**src/cmt_div.sv**
```systemverilog
// Pipelined restoring divider, one quotient bit per stage.
`timescale 1ns / 1ps
`default_nettype none
module cmt_div #(
  parameter int NUM_W  = 38,
  parameter int DEN_W  = 16,
  parameter int SIDE_W = 1
) (
  input  wire logic              clk_i,
  input  wire logic              rst_ni,
  input  wire logic              en_i,
  input  wire logic              valid_i,
  input  wire logic [NUM_W-1:0]  num_i,
  input  wire logic [DEN_W-1:0]  den_i,
  input  wire logic [SIDE_W-1:0] side_i,
  output logic                   valid_o,
  output logic [NUM_W-1:0]       quot_o,
  output logic [SIDE_W-1:0]      side_o
);

  logic              vld_q  [NUM_W];
  logic [DEN_W-1:0]  rem_q  [NUM_W];
  logic [NUM_W-1:0]  nq_q   [NUM_W];
  logic [DEN_W-1:0]  den_q  [NUM_W];
  logic [SIDE_W-1:0] side_q [NUM_W];

  for (genvar k = 0; k < NUM_W; k++) begin : g_stage
    logic              v_in;
    logic [DEN_W-1:0]  rem_in;
    logic [NUM_W-1:0]  nq_in;
    logic [DEN_W-1:0]  den_in;
    logic [SIDE_W-1:0] side_in;
    logic [DEN_W:0]    sh;
    logic              take;

    if (k == 0) begin : g_first
      assign v_in    = valid_i;
      assign rem_in  = '0;
      assign nq_in   = num_i;
      assign den_in  = den_i;
      assign side_in = side_i;
    end else begin : g_rest
      assign v_in    = vld_q[k-1];
      assign rem_in  = rem_q[k-1];
      assign nq_in   = nq_q[k-1];
      assign den_in  = den_q[k-1];
      assign side_in = side_q[k-1];
    end

    assign sh   = {rem_in, nq_in[NUM_W-1]};
    assign take = sh >= {1'b0, den_in};

    always_ff @(posedge clk_i or negedge rst_ni) begin
      if (!rst_ni) begin
        vld_q[k] <= 1'b0;
      end else if (en_i) begin
        vld_q[k] <= v_in;
      end
    end

    always_ff @(posedge clk_i) begin
      if (en_i) begin
        side_q[k] <= side_in;
        den_q[k]  <= den_in;
        nq_q[k]   <= {nq_in[NUM_W-2:0], take};
        if (take) begin
          rem_q[k] <= DEN_W'(sh - {1'b0, den_in});
        end else begin
          rem_q[k] <= sh[DEN_W-1:0];
        end
      end
    end
  end

  assign valid_o = vld_q[NUM_W-1];
  assign quot_o  = nq_q[NUM_W-1];
  assign side_o  = side_q[NUM_W-1];

endmodule
`default_nettype wire

```
**config.mk**
```make
export PLATFORM = sky130hd
export DESIGN_NAME = cmt_div
export DESIGN_NICKNAME = d
export VERILOG_FILES = /design/src/cmt_div.sv
export SDC_FILE = /design/constraint.sdc
export NUM_CORES = 2
export LEC_CHECK = 0
export CAP_MARGIN = 20
export CORE_MARGIN = 2
export CORE_UTILIZATION = 60
export CTS_BUF_LIST = sky130_fd_sc_hd__clkbuf_8
export CTS_CLUSTER_SIZE = 12
export DETAILED_ROUTE_END_ITERATION = 16
export DONT_BUFFER_PORTS = 1
export PLACE_DENSITY = 0.76
export SYNTH_ARGS = -nofsm -noshare
export SYNTH_HDL_FRONTEND = slang
export SYNTH_SLANG_ARGS = --single-unit
```
**constraint.sdc**
```tcl
create_clock -name clk_i -period 2.95 [get_ports clk_i]
set_clock_uncertainty 0.2 [all_clocks]
set_input_delay 0.295 -clock clk_i [delete_from_list [all_inputs] [get_ports clk_i]]
set_output_delay 0.295 -clock clk_i [all_outputs]
set_load 0.05 [all_outputs]
```
==> results by stage <==
Detailed routing:
- For this block, the initial DRC count from the detailed router was 5450.
- The number of iterations in the first detailed-routing pass is 6.
- The routed length per instance is 19.2 um.
- The highest metal layer used by the detailed router is met5.
- The number of vias after detailed routing is 70.0k.
- The total wirelength of the detailed-routed design is 240 mm.
- The number of DRC violations after detailed routing is 0.
- Dividing the detail-routed via count by the number of cells gives 5.59.
- Wire segments on met3 add up to roughly 12 mm in the final route.
- The final antenna-violating net count is 0.
- The total routed wire length on the met1 layer is 107 mm.
- In the detailed route, the total length drawn on met2 is ~120 mm.

Floorplanning:
- For this configuration, the core starts out at a cell density of 0.603.
- The standard-cell row count is approximately 160.
- In this run the count of I/O pins placed on the die edge is between 90 and 100.
- The region available for standard cell placement spans about 200000 um2.
- The total die area is 199000 um2.
- The die outline height is 446 um.
- From left edge to right edge, the die measures 446 um.

Outcome:
- The checks that failed: setup timing.
- The flow ran to the end, but the final reports show violations.

Finish:
- Leaving out filler cells and counting taps, the final layout contains 12.5k.
- The core occupancy in the finished layout is 0.741.
- Of the cells placed in the final design, the portion with a size suffix greater than 1 is 0.278.
- The final net count is 10.4k.
- Counting the fill cells in the layout gives 12.0k.
- The cell area after layout is 144000 um2.
- From synthesis to final layout, the design area changed by 22.8%.

Global route:
- Entering global routing, the biggest net connects approximately 290 pins.
- The global-route wire length before repair is 367 mm.
- The number of global-route vias before repair is roughly 70k.
- Summed over all layers, the global routing overflow is 0.
- The number of antenna violations at the first check in global routing came to 4.
- In the global route stage, overall resource usage came out at 0.232.

Synth:
- The number of nets produced by synthesis is 8678.
- The leading register cell type out of synthesis is edfxtp_1.
- The netlist area before placement is 117000 um2.
- Synthesis inferred between 2k and 3k register bits.
- The netlist uses 90 different library cells.
- Counting flops with a built-in enable in the synthesized netlist gives 2666.
- Of all flip-flops after synthesis, the portion carrying an async set or reset was 0.0141.
- In this run the mean area of a mapped cell was 14.7 um2.
- Synthesis produced 7989 cells.
- For this run, the number of Yosys warnings is 0.
- Of the synthesized area, sequential elements account for 0.690.

Placed design:
- The instance area after placement is 127000 um2.
- The cell count after placement is 11.3k.
- At the end of routability-driven placement, the weighted congestion stood at 0.883.
- The number of buffers inserted by port buffering is 0.
- Detailed placement finished with a half-perimeter wire length of 146 mm.

Critical path:
- The largest incremental delay on the critical path is 400 ps.
- STA classifies the critical path endpoint as a flip-flop.
- The number of cells on the worst reg-to-reg path is 12.
- The worst setup path startpoint is nq_q[4][37].
- The data arrival time of the critical path is 3830 ps.
- Traced cell by cell, the critical path runs through inv_1 > ha_1 > inv_1 > fa_2 > a211oi_2 > o21bai_2 > a2111oi_4 > o21bai_4 > or3_4 > a31oi_4 > xor2_2 > a21oi_2.
- The highest-delay cell along the critical path is a2111oi_4.
- The worst setup path is of the flip-flop to flip-flop kind.
- The worst flop-to-flop path endpoint is rem_q[0][94].
- The cell that appears most often on the critical path is inv_1.
- The critical path runs through a total of 12 cells.
- The most critical setup path has its endpoint at rem_q[0][94].
- The maximum net fanout on the critical path is 2.
- The register-to-register setup slack is -260 ps.
- The kind of cell adding the most delay to the critical path is compound AO/OA/AOI/OAI gates.
- The required time of the critical path is 3560 ps.
- The worst setup path is launched from a flip-flop.
- The startpoint of the worst register-to-register path is nq_q[4][37].
- The count of buffering cells on the critical path with inverters included is 2.

Timing:
- Adding up every negative setup slack in the final design gives -12660 ps.
- Dividing the final minimum period by the clock period gives 1.09.
- The post-route worst setup slack is -263 ps.
- The shortest period the worst path allows is 3210 ps.
- The final count of pins violating max slew is 0.
- The highest clock rate is 311 MHz.
- The total count of hold-check failures in the final report was 0.
- The relative slew slack is 0.235.
- At the pin with the least slew margin, the transition time is about 1100 ps.
- Setup repair after global routing could not meet its margin everywhere.
- Setup violations remaining at the end of the flow were counted as 129.

Pwr:
- The total power divided by cell area is 959 nW/um2.
- Summing internal, switching and leakage power gives 138 mW.
- The leakage power of the design is 57.2 nW.
- VDD sags by at most around 0.00052 V.

CTS:
- The cell sitting at the root of the clock tree is a clkbuf_8.
- TritonCTS built the clock tree.
- The clock transition at the registers of the reported paths is 60 ps.
- The number of sinks handled by clock tree synthesis is between 2k and 3k.
- Buffers inserted during clock tree synthesis total 434.
- The H-tree was split into 5 levels.
- The maximum root-to-sink buffer count is 4.
- At the later pin of the worst-skew pair, clock insertion delay measures 1060 ps.

Run:
- The tool flagged a number of max-cap violations equal to 0.

Worst hold path:
- The classification of the worst-slack hold path is primary input to flip-flop.
==> final cells by class <==
class	instances	area, um2	area share
diodes	2	5.00	0.0000347
repair buffers	1398	12400	0.0860
inverters	720	2700	0.0188
clock inverters	301	1660	0.0115
clock buffers	442	6080	0.0422
multi-input cells	4407	37100	0.257
flip-flops and latches	2704	81000	0.562
well taps	2542	3180	0.0221
==> per-layer routing <==
metal  vias up  global-route usage
li1      33400                   -
met4         2              0.0760
met1     34300               0.328
met2      1781               0.371
met5         -                   0
met3       464              0.0366
==> power by group <==
part | internal (mW) | switching [mW] | leakage [nW]
sequential | 51.3 | 4.12 | 26.5
clock | 15.2 | 14.0 | 4.41
combinational | 27.5 | 26.1 | 26.2
==> cell usage in the layout (no fill, tap or decap), types with 78 or more instances in the layout <==
master	instances
edfxtp_1	2666
buf_4	1113
inv_1	772
ha_1	484
clkbuf_8	442
nand2_1	367
a21oi_1	348
nor2_1	328
o21ai_0	325
xnor2_1	276
a21o_1	259
xor2_1	187
mux2_2	183
dlygate4sd3_1	129
clkinv_1	115
a21oi_2	107
mux2_4	106
o21a_1	96
nand3_1	82
ha_4	78
==> timing repair <==
item                                    4_1_cts  5_1_grt
setup buffers                               118      169
hold buffers                                135        3
endpoints found under the setup margin     1334      541
hold endpoints to repair                    443       20
resized for setup                           475      614
cloned                                       26       14
pin swaps                                   213      305
==> stage by stage <==
stage | hold slack, ps | setup WS, ps
finish | 90.4 | -263
global route | 15.2 | -384
floorplan | -201 | -111
global placement | -200 | -3290
detailed placement | -200 | -3550
CTS | 37.8 | -319
==> tightest hold or removal path, stage by stage <==
cell and delay (ps):
buf_16 110, buf_12 120, buf_12 160, buf_16 340
==> Yosys cell counts, types with 65 or more instances <==
master | count | area (um2)
a211oi_1 | 68 | 510
a21o_1 | 260 | 1950
a21oi_1 | 469 | 2350
clkbuf_1 | 92 | 345
edfxtp_1 | 2666 | 80100
ha_1 | 594 | 7430
inv_1 | 720 | 2700
mux2_2 | 264 | 2970
nand2_1 | 377 | 1420
nand2b_1 | 65 | 407
nand3_1 | 87 | 435
nand4_1 | 70 | 438
nor2_1 | 382 | 1430
nor2b_1 | 69 | 432
o21a_1 | 101 | 758
o21ai_0 | 421 | 2110
xnor2_1 | 279 | 2440
xor2_1 | 188 | 1650
==> registers in the layout (all words and copies together) (netlist names) <==
| signal | count |
|---|---|
| nq_q | 1444 |
| g_stage.v_in | 37 |
| side_q | 38 |
| valid_o | 1 |
| rem_q | 592 |
| den_q | 592 |
==> cell families after synthesis <==
group                      Yosys count  synth area share
AOI/OAI and AO/OA                 1704            0.0929
muxes                              314            0.0304
and+or+nand+nor                   1292            0.0527
buffers and inverters              878            0.0296
DFF                               2704             0.690
adders and majority gates          630            0.0694
xor gates and xnor gates           467            0.0348
==> worst min-delay path by stage <==
stage	to	slack, ps	cells past startpoint	from
floorplan	g_stage[10].v_in	-200	0	rst_ni
global placement	g_stage[4].v_in	-200	0	rst_ni
detailed placement	g_stage[4].v_in	-200	0	rst_ni
CTS	g_stage[1].v_in	40	5	en_i
global route	rem_q[1][14]	20	7	en_i
finish	nq_q[34][28]	90	4	en_i
(Power assumes the default switching activity.)
