File: config.mk
export PLATFORM = sky130hd
export DESIGN_NAME = cmt_isqrt
export DESIGN_NICKNAME = d
export VERILOG_FILES = /design/src/cmt_isqrt.sv
export SDC_FILE = /design/constraint.sdc
export NUM_CORES = 1
export LEC_CHECK = 0
export BUFFER_PORTS_ARGS = -buffer_cell sky130_fd_sc_hd__buf_2
export CORE_MARGIN = 1
export CORE_UTILIZATION = 29
export DETAILED_ROUTE_END_ITERATION = 12
export MAX_ROUTING_LAYER = met4
export SLEW_MARGIN = 20
export SYNTH_ARGS = -nofsm -noshare
export SYNTH_HDL_FRONTEND = slang
export SYNTH_SLANG_ARGS = --single-unit
File: constraint.sdc
create_clock -name clk_i -period 8.2 [get_ports clk_i]
set_input_delay 1.64 -clock clk_i [delete_from_list [all_inputs] [get_ports clk_i]]
set_output_delay 1.64 -clock clk_i [all_outputs]
set_load 0.05 [all_outputs]
File: src/cmt_isqrt.sv
// Pipelined floor square root, one result bit per stage.
`timescale 1ns / 1ps
`default_nettype none
module cmt_isqrt #(
  parameter int IN_W   = 32,
  parameter int SIDE_W = 1
) (
  input  wire logic                clk_i,
  input  wire logic                rst_ni,
  input  wire logic                en_i,
  input  wire logic                valid_i,
  input  wire logic [IN_W-1:0]     rad_i,
  input  wire logic [SIDE_W-1:0]   side_i,
  output logic                     valid_o,
  output logic [IN_W/2-1:0]        root_o,
  output logic [SIDE_W-1:0]        side_o
);

  localparam int OUT_W = IN_W / 2;

  logic              vld_q  [OUT_W];
  logic [IN_W-1:0]   rem_q  [OUT_W];
  logic [OUT_W-1:0]  root_q [OUT_W];
  logic [SIDE_W-1:0] side_q [OUT_W];

  for (genvar k = 0; k < OUT_W; k++) begin : g_stage
    localparam int B = OUT_W - 1 - k;
    logic              v_in;
    logic [IN_W-1:0]   rem_in;
    logic [OUT_W-1:0]  root_in;
    logic [SIDE_W-1:0] side_in;
    logic [IN_W:0]     trial;

    if (k == 0) begin : g_first
      assign v_in    = valid_i;
      assign rem_in  = rad_i;
      assign root_in = '0;
      assign side_in = side_i;
    end else begin : g_rest
      assign v_in    = vld_q[k-1];
      assign rem_in  = rem_q[k-1];
      assign root_in = root_q[k-1];
      assign side_in = side_q[k-1];
    end

    assign trial = ((IN_W+1)'(root_in) << (B + 1)) + ((IN_W+1)'(1) << (2 * B));

    always_ff @(posedge clk_i or negedge rst_ni) begin
      if (!rst_ni) begin
        vld_q[k] <= 1'b0;
      end else if (en_i) begin
        vld_q[k] <= v_in;
      end
    end

    always_ff @(posedge clk_i) begin
      if (en_i) begin
        side_q[k] <= side_in;
        if ({1'b0, rem_in} >= trial) begin
          rem_q[k]  <= rem_in - trial[IN_W-1:0];
          root_q[k] <= root_in | (OUT_W'(1) << B);
        end else begin
          rem_q[k]  <= rem_in;
          root_q[k] <= root_in;
        end
      end
    end
  end

  assign valid_o = vld_q[OUT_W-1];
  assign root_o  = root_q[OUT_W-1];
  assign side_o  = side_q[OUT_W-1];

endmodule
`default_nettype wire

==> impl_metrics.json, run 1 <==
{
  "diodes": 0,
  "maxCapViolCount": 0,
  "ir_drop_uv": 179,
  "rrSetupSlack_ns": 4.65,
  "avgRoutedWirePerCell_um": 13.9,
  "final.setup.worst_slack_ns": 4.23,
  "cts_sinks": 648,
  "synth_top_area_share_pct": 61.9,
  "synth-simple-area-share_pct": 11.9,
  "rows": 118,
  "htreeDepth": 3,
  "min_period_ns": 3.97,
  "die_x_um": 327,
  "fin_skew_ns": 0.0406,
  "synth_xor_area_share_pct": 5.66,
  "start_util_pct": 29.4,
  "setup_viol": 0,
  "end_kind": "flop",
  "power.density_nw_per_um2": 252,
  "r2r-end": "rem_q[1][158]",
  "drt_iter0_drc": 993,
  "cts.clk_slew.worst_paths_ns": 0.06,
  "critical_path_arrival_ns": 4.34,
  "switchingPower_uw": 2250,
  "crit_path_end": "rem_q[0][191]",
  "dieArea_um2": 107000,
  "antenna_left": 0,
  "crit_path_max_fanout": 158,
  "clockBufferDepth": 3,
  "syn_area_um2": 30700,
  "clk-insertion-delay-late_ns": 0.64,
  "dr_total_vias": 17700,
  "yosys_warnings": 0,
  "reg2reg_depth": 9,
  "status": "finished clean",
  "drv_slew": 0,
  "worstSetupPathType": "primary input to flop",
  "drcViolationCount": 0,
  "ys_types": 84,
  "pre_cts_ws_ns": 3.59,
  "hold_path.startpoint": "side_q[0][1]",
  "final.setup.tns_ns": 0,
  "synthMuxAreaShare_pct": 1.36,
  "worst_pin_slew_ns": 0.934,
  "grt_usage_pct": 10.3,
  "cts_setup_buffers": 0,
  "rsz0062_at_grt": "false",
  "start_kind": "primary input",
  "total_power_uw": 8770,
  "switching_share_pct": 25.7,
  "synth_top_area_cell": "edfxtp_1",
  "wl_um": 53500,
  "syn_nets": 2526,
  "cts.hold.buffers_added": 0,
  "synth-edff-count": 632,
  "tritoncts": "built",
  "grt_pass1_vias": 18300,
  "synth.area.top_cells": "edfxtp_1, ha_1, xnor2_1",
  "place_hpwl_um": 38100,
  "yosys.area_share.adder_pct": 6.12,
  "dieHeight_um": 327,
  "cts_buffers": 72,
  "async_flop_share_pct": 2.47,
  "startpoint": "en_i",
  "grt_pass1_wl_um": 87600,
  "netlist_instances": 2339,
  "gp_congestion": 0.893,
  "synth_commonest_cells": "edfxtp_1, inv_1, ha_1",
  "hold_path.class": "flop to flop",
  "antenna_found_initial": 0,
  "synth_ff_type": "edfxtp_1",
  "synth_seq_cells": 648,
  "synth-compound-area-share_pct": 8.71,
  "regToRegStartpoint": "rem_q[1][105]",
  "p_int_uw": 6520,
  "seq_power_share_pct": 49.8,
  "ys_seq_area_share_pct": 63.2,
  "finalHoldViolations": 0,
  "ctsResizeCount": 0,
  "drive_gt1_share_pct": 9.64,
  "io_buffer_count": 54,
  "core_um2": 104000,
  "p_clk_share_pct": 35.8,
  "fin_util_pct": 33.5,
  "power_leakage_uw": 0.0128,
  "synth_most_common_cell": "edfxtp_1",
  "cp.required_ns": 8.57,
  "worst_slew_margin_rel_pct": 36.9,
  "cts_root_buffer": "clkbuf_16",
  "fin_crit_sh_pct": 48.5,
  "combPwrFrac_pct": 14.4,
  "io_pins": 55,
  "synth_top_family_by_area": "simple AND/OR/NAND/NOR gates",
  "firstDrtPassIters": 5,
  "gr-total-overflow": 0,
  "avgSynthCellArea_um2": 13.1,
  "nNetsFinal": 2606,
  "grt_max_degree": 172,
  "syn2layout_area_growth_pct": 13.7,
  "timing.fmax_mhz": 252,
  "viasPerCell": 4.59
}
==> worst max-delay path, stage by stage <==
cell and delay [ns]:
buf_8 0.44, buf_12 0.60, nor3b_1 0.25, o21ai_0 0.16, nor2_1 0.68, nor4_1 0.13, xor2_1 0.17
==> cell families (layout without fill, tap and decap cells) <==
logic type / Yosys count / after routing
DFF: 648 / 648
and+or+nand+nor: 660 / 660
AOI/OAI and AO/OA: 409 / 409
muxes: 36 / 36
xor gates and xnor gates: 198 / 198
buffers and inverters: 238 / 369
adders and majority gates: 150 / 150
==> metrics by stage <==
step	hold slack, ns	cell area (um^2)	cells
after floorplan	0.400	30700	2339
after global placement	0.402	32500	3725
after detailed placement	0.405	32500	3725
after CTS	0.405	34800	3850
after global routing	0.424	34800	3850
final	0.416	34800	3850
==> flip-flops by register name, summed over array words and instances, names as in the netlist <==
register / flops
rem_q: 480
root_q: 136
side_q: 16
g_stage.v_in: 15
valid_o: 1
==> area by class of cell <==
cell class	count	area (um^2)
clock buffers	87	1880
flip-flops and latches	648	19400
multi-input cells	1453	10400
clock inverters	38	433
inverters	179	672
repair buffers	65	400
fillers	10100	69200
well taps	1380	1730
==> power groups by stage <==
stage	sequential, uW	combinational [uW]	clock [uW]
after floorplan	4370	1000	0
final	4370	1260	3140
after detailed placement	4440	1260	0
after global placement	4430	1240	0
after global routing	4420	1410	3360
after CTS	4370	1270	3250
==> worst min-delay path by stage <==
stage                     to  depth (start not counted)
4_1_cts        root_q[0][62]                          0
2_1_floorplan   side_q[0][1]                          0
5_1_grt         side_q[0][1]                          0
3_5_place_dp    side_q[0][7]                          0
6_report        side_q[0][2]                          0
3_3_place_gp    side_q[0][2]                          0
==> cell usage in the layout (no fill, tap or decap), types with 7 or more instances in the layout <==
cell,synthesis,layout
clkinv_2,0,9
or4_1,12,12
a211oi_1,15,15
and4b_1,8,8
o21bai_1,15,15
clkbuf_1,42,14
nor4_1,68,68
nor3_1,51,51
clkbuf_16,0,73
o21ai_0,108,108
o211ai_1,11,11
nand2_1,117,117
nand2b_1,27,27
nor2b_1,21,21
clkinv_1,0,13
buf_4,2,8
inv_1,179,179
nand3_1,43,42
nand4_1,32,32
dfrtp_1,16,16
xor2_1,92,92
or2_2,8,8
ha_1,150,150
nand3b_1,16,16
a21o_1,38,38
o31ai_1,8,8
nor2_1,149,149
and4_1,10,10
nor4b_1,18,18
a31oi_1,7,7
edfxtp_1,632,632
nand4b_1,12,12
and2_1,11,11
mux2_2,26,26
xnor2_1,106,106
and3_1,7,7
o21a_1,29,29
or3_1,22,22
a21oi_1,106,106
buf_2,13,53
==> per-layer routing <==
| layer | track usage [%] | share of wire, % |
|---|---|---|
| met5 | - | 0 |
| met2 | 19.3 | 53 |
| met3 | 1.90 | 3.1 |
| met4 | 5.83 | 5.4 |
| met1 | 9.75 | 39 |
Note: power is estimated with default switching activity, not from simulation.
==> inputs of run 2 (changes only) <==
==> constraint.sdc (replaced) <==
create_clock -name clk_i -period 3.8 [get_ports clk_i]
set_input_delay 0.76 -clock clk_i [delete_from_list [all_inputs] [get_ports clk_i]]
set_output_delay 0.76 -clock clk_i [all_outputs]
set_load 0.05 [all_outputs]
==> impl_metrics.json, run 2 (synthesis gave the netlist of run 1 again) <==
{
  "ctsResizeCount": 0,
  "clk-insertion-delay-late_ns": 0.62,
  "min_period_ns": 3.16,
  "dr_total_vias": 17800,
  "mostFrequentLayoutCell": "edfxtp_1",
  "p_clk_share_pct": 34.9,
  "design_area_um2": 34800,
  "largest_reg_flops": 480,
  "cpPeakStageDelay_ns": 0.47,
  "p_int_uw": 13900,
  "tritoncts": "built",
  "gr-total-overflow": 0,
  "worst_pin_slew_ns": 0.946,
  "fin_skew_ns": 0.0202,
  "antenna_left": 0,
  "place_hpwl_um": 40000,
  "final_cell_mix": "edfxtp_1, inv_1, ha_1, nor2_1, nand2_1",
  "critical_path_arrival_ns": 3.52,
  "antenna_found_initial": 0,
  "cts.hold.buffers_added": 0,
  "drcViolationCount": 0,
  "setup_viol": 0,
  "worst_slew_margin_rel_pct": 36.9,
  "io_pins": 55,
  "path_cells": "ha_1 > or4b_1 > nor4_2 > a2111oi_0 > o211ai_1 > buf_4 > mux2_2",
  "start_util_pct": 29.4,
  "grt_max_degree": 185,
  "htreeDepth": 3,
  "top_regs": "rem_q (480), root_q (136), side_q (16)",
  "cts_sinks": 648,
  "cts_setup_buffers": 0,
  "switching_share_pct": 25.8,
  "viasPerCell": 4.59,
  "drt_iter0_drc": 810,
  "rows": 118,
  "timing.fmax_mhz": 316,
  "switchingPower_uw": 4820,
  "cts.clk_slew.worst_paths_ns": 0.05,
  "power_leakage_uw": 0.0129,
  "combPwrFrac_pct": 14.7,
  "status": "finished clean",
  "final.setup.tns_ns": 0,
  "regMostFlops": "rem_q",
  "multiInputGateArea_um2": 10300,
  "fin_crit_sh_pct": 83.2,
  "avgRoutedWirePerCell_um": 14.2,
  "core_um2": 104000,
  "drive_gt1_share_pct": 9.80,
  "fill_cells": 10200,
  "maxCapViolCount": 0,
  "rsz0062_at_grt": "false",
  "power.density_nw_per_um2": 537,
  "crit_path_max_fanout": 23,
  "start_kind": "flop",
  "end_kind": "flop",
  "io_buffer_count": 54,
  "grt_pass1_vias": 18100,
  "cts_buffers": 72,
  "hold_path.class": "primary input to asynchronous set/reset pin",
  "gp_congestion": 0.942,
  "syn2layout_area_growth_pct": 13.7,
  "firstDrtPassIters": 4,
  "cts_root_buffer": "clkbuf_16",
  "diodes": 0,
  "seq_area_um2": 19400,
  "dieArea_um2": 107000,
  "grt_pass1_wl_um": 88300,
  "cp.required_ns": 4.16,
  "dieHeight_um": 327,
  "wl_um": 54900,
  "ir_drop_uv": 484,
  "drv_slew": 0,
  "grt_usage_pct": 10.5,
  "die_x_um": 327,
  "nNetsFinal": 2623,
  "finalHoldViolations": 0,
  "worstSetupPathType": "flop to flop",
  "seq_power_share_pct": 50.4,
  "clockBufferDepth": 3,
  "critPathSlowestCell": "or4b_1",
  "place_area_um2": 32600
}
-- run 2: worst max-delay path, delay by kind of cell, from the launching register on --
kind                     cells  cell delay (ns)
buffers and inverters        1             0.37
flip-flops                   1             0.40
adder cells (fa/ha/maj)      1             0.40
AO/OA/AOI/OAI                2             0.52
multiplexers                 1             0.37
AND/OR/NAND/NOR              2             0.85
-- run 2: worst paths after layout --
kind	from	to	slack, ns	cells past startpoint
setup / recovery	rem_q[1][105]	rem_q[1][141]	0.64	7
hold reg to reg	side_q[0][6]	side_q[0][7]	0.42	0
hold / removal	rst_ni	g_stage[2].v_in	0.06	1
max in group asynchronous	rst_ni	g_stage[6].v_in	3.48	1
min in group clk_i	side_i	side_q[0][0]	0.32	1
setup reg to reg	rem_q[1][105]	rem_q[1][141]	0.64	7
-- run 2: power by group through the flow --
stage / combinational (uW) / sequential [uW] / clock, uW
global route: 3090 / 9540 / 6980
global placement: 2730 / 9570 / 0
CTS: 2770 / 9440 / 6730
finish: 2740 / 9440 / 6530
floorplan: 2160 / 9420 / 0
detailed placement: 2750 / 9580 / 0
-- run 2: through the flow --
step                worst slack [ns]  total power, uW  hold WS [ns]  util (%)  instances
CTS                            0.647            18900        0.0336      33.5       3871
global route                   0.540            19600        0.0670      33.5       3871
global placement               0.622            12300         0.403      31.4       3742
detailed placement             0.626            12300         0.405      31.4       3742
finish                         0.638            18700        0.0572      33.5       3871
floorplan                      0.677            11600         0.400         -       2339
-- run 2: metal layers --
| layer | wire length [um] | vias to the layer above | global-route usage, % |
|---|---|---|---|
| met1 | 21100 | 8385 | 9.89 |
| met5 | 0 | - | - |
| met3 | 1490 | 153 | 1.85 |
| met4 | 2360 | 0 | 5.07 |
| met2 | 30000 | 264 | 20.2 |
| li1 | - | 8979 | - |
-- run 2: area by class of cell --
cell class / instances / area share, %
Sequential cell: 648 / 55.6
Multi-Input combinational cell: 1453 / 29.7
Clock buffer: 98 / 5.51
Tap cell: 1380 / 4.96
Inverter: 179 / 1.93
Timing Repair Buffer: 82 / 1.48
Clock inverter: 31 / 0.790
==> inputs of run 3 (changes only) <==
==> constraint.sdc (replaced) <==
create_clock -name clk_i -period 3.1 [get_ports clk_i]
set_input_delay 0.62 -clock clk_i [delete_from_list [all_inputs] [get_ports clk_i]]
set_output_delay 0.62 -clock clk_i [all_outputs]
set_load 0.05 [all_outputs]
==> impl_metrics.json, run 3 (synthesis gave the netlist of run 1 again) <==
{
  "status": "finished clean",
  "start_kind": "flop",
  "nNetsFinal": 2658,
  "dr_total_vias": 17900,
  "finalHoldViolations": 0,
  "worstSetupPathType": "flop to flop",
  "fin_util_pct": 33.9,
  "firstDrtPassIters": 5,
  "dieArea_um2": 107000,
  "fill_cells": 10100,
  "place_hpwl_um": 40100,
  "syn2layout_area_growth_pct": 15.0,
  "route.met3.wl_um": 1820,
  "regToRegStartpoint": "rem_q[1][175]",
  "cp_num_buf_inv": 0,
  "hold_path.startpoint": "side_i",
  "clk-insertion-delay-late_ns": 0.63,
  "critPathSlowestCell": "ha_1",
  "htreeDepth": 3,
  "r2r-end": "rem_q[1][219]",
  "gp_congestion": 0.889,
  "crit_path_max_fanout": 8,
  "maxCapViolCount": 0,
  "avgRoutedWirePerCell_um": 14.0,
  "cts_root_buffer": "clkbuf_16",
  "timing.fmax_mhz": 341,
  "core_um2": 104000,
  "tritoncts": "built",
  "critical_path_arrival_ns": 3.30,
  "drcViolationCount": 0,
  "grt_usage_pct": 10.4,
  "mostFrequentLayoutCell": "edfxtp_1",
  "start_util_pct": 29.4,
  "regMostFlops": "rem_q",
  "antenna_left": 0,
  "multiInputGateArea_um2": 10400,
  "highest_layer": "met4",
  "drt_iter0_drc": 856,
  "grt_pass1_wl_um": 87800,
  "viasPerCell": 4.58,
  "rrSetupSlack_ns": 0.17,
  "path_cells": "ha_1 > nand2_1 > or3_1 > o311ai_4 > a211oi_4 > a21oi_1 > nand4b_1 > xnor2_1",
  "grt_pass1_vias": 18000,
  "power_leakage_uw": 0.0131,
  "wl_met1_um": 20900,
  "fin_crit_sh_pct": 94.5,
  "io_pins": 55,
  "drv_slew": 0,
  "cts_buffers": 72,
  "cts.clk_slew.worst_paths_ns": 0.06,
  "antenna_found_initial": 0,
  "top_regs": "rem_q (480), root_q (136), side_q (16)",
  "min_period_ns": 2.93,
  "min_to": "side_q[0][0]",
  "power.density_nw_per_um2": 661,
  "cp_top_family": "compound AO/OA/AOI/OAI gates",
  "reg2reg_depth": 8,
  "cts_sinks": 648,
  "fin_skew_ns": 0.0210,
  "ir_drop_uv": 513,
  "hold_path.class": "primary input to flop",
  "hold_depth": 1,
  "wl_um": 54700,
  "io_buffer_count": 54,
  "rows": 118,
  "end_kind": "flop",
  "drive_gt1_share_pct": 11.5,
  "worst_slew_margin_rel_pct": 45.2,
  "final.setup.tns_ns": 0,
  "seq_area_um2": 19400,
  "gr-total-overflow": 0,
  "diodes": 0,
  "largest_reg_flops": 480,
  "dr_wl_met2_um": 29300,
  "cpPeakStageDelay_ns": 0.46,
  "rsz0062_at_grt": "false",
  "setup_viol": 0,
  "cp.required_ns": 3.47,
  "clockBufferDepth": 3,
  "worst_pin_slew_ns": 0.822,
  "grt_max_degree": 92,
  "final_cell_mix": "edfxtp_1, inv_1, ha_1, nor2_1, nand2_1",
  "die_x_um": 327,
  "dieHeight_um": 327
}
==> run 3: routing by layer <==
metal	GRT usage, %	vias up
met3	2.18	162
met1	9.89	8373
met4	5.54	0
met5	-	-
met2	19.6	323
li1	-	9038
==> run 3: per-stage QoR <==
| step | instances | hold WS, ns | total power (uW) | worst slack [ns] | cell area, um^2 |
|---|---|---|---|---|---|
| 3_5_place_dp | 3775 | 0.405 | 15200 | 0.135 | 32900 |
| 5_1_grt | 3907 | 0.127 | 24400 | 0.00542 | 35300 |
| 2_1_floorplan | 2339 | 0.324 | 14200 | 0.117 | 30700 |
| 3_3_place_gp | 3775 | 0.402 | 15100 | 0.128 | 32900 |
| 6_report | 3907 | 0.177 | 23300 | 0.170 | 35300 |
| 4_1_cts | 3906 | 0.128 | 23600 | 0.108 | 35200 |
==> run 3: repair_timing <==
item	CTS	global route
setup endpoints to repair	0	14
hold buffers	1	0
endpoints found under the hold margin	16	0
buffers inserted	0	1
gates resized for setup	0	3
==> run 3: power by group <==
part	internal (uW)	switching, uW	total, uW	leakage [uW]
sequential	10900	651	11600	0.00624
clock	4800	3520	8320	0.00112
combinational	1540	1890	3430	0.00575
==> run 3: how the worst max path moves through the flow <==
stage	end	from	slack, ns	cells past startpoint
4_1_cts	rem_q[1][220]	rem_q[1][164]	0.11	8
5_1_grt	rem_q[1][50]	rem_q[1][26]	0.005	6
3_5_place_dp	rem_q[1][220]	rem_q[1][176]	0.14	8
2_1_floorplan	rem_q[1][32]	en_i	0.12	4
3_3_place_gp	rem_q[1][220]	rem_q[1][175]	0.13	8
6_report	rem_q[1][219]	rem_q[1][175]	0.17	8
==> run 3: layout make-up <==
type	instances	share of cell area [%]
Timing Repair Buffer	117	2.25
Sequential cell	648	55.0
Clock inverter	43	1.28
Multi-Input combinational cell	1453	29.4
Clock buffer	87	5.33
Inverter	179	1.91
Tap cell	1380	4.90
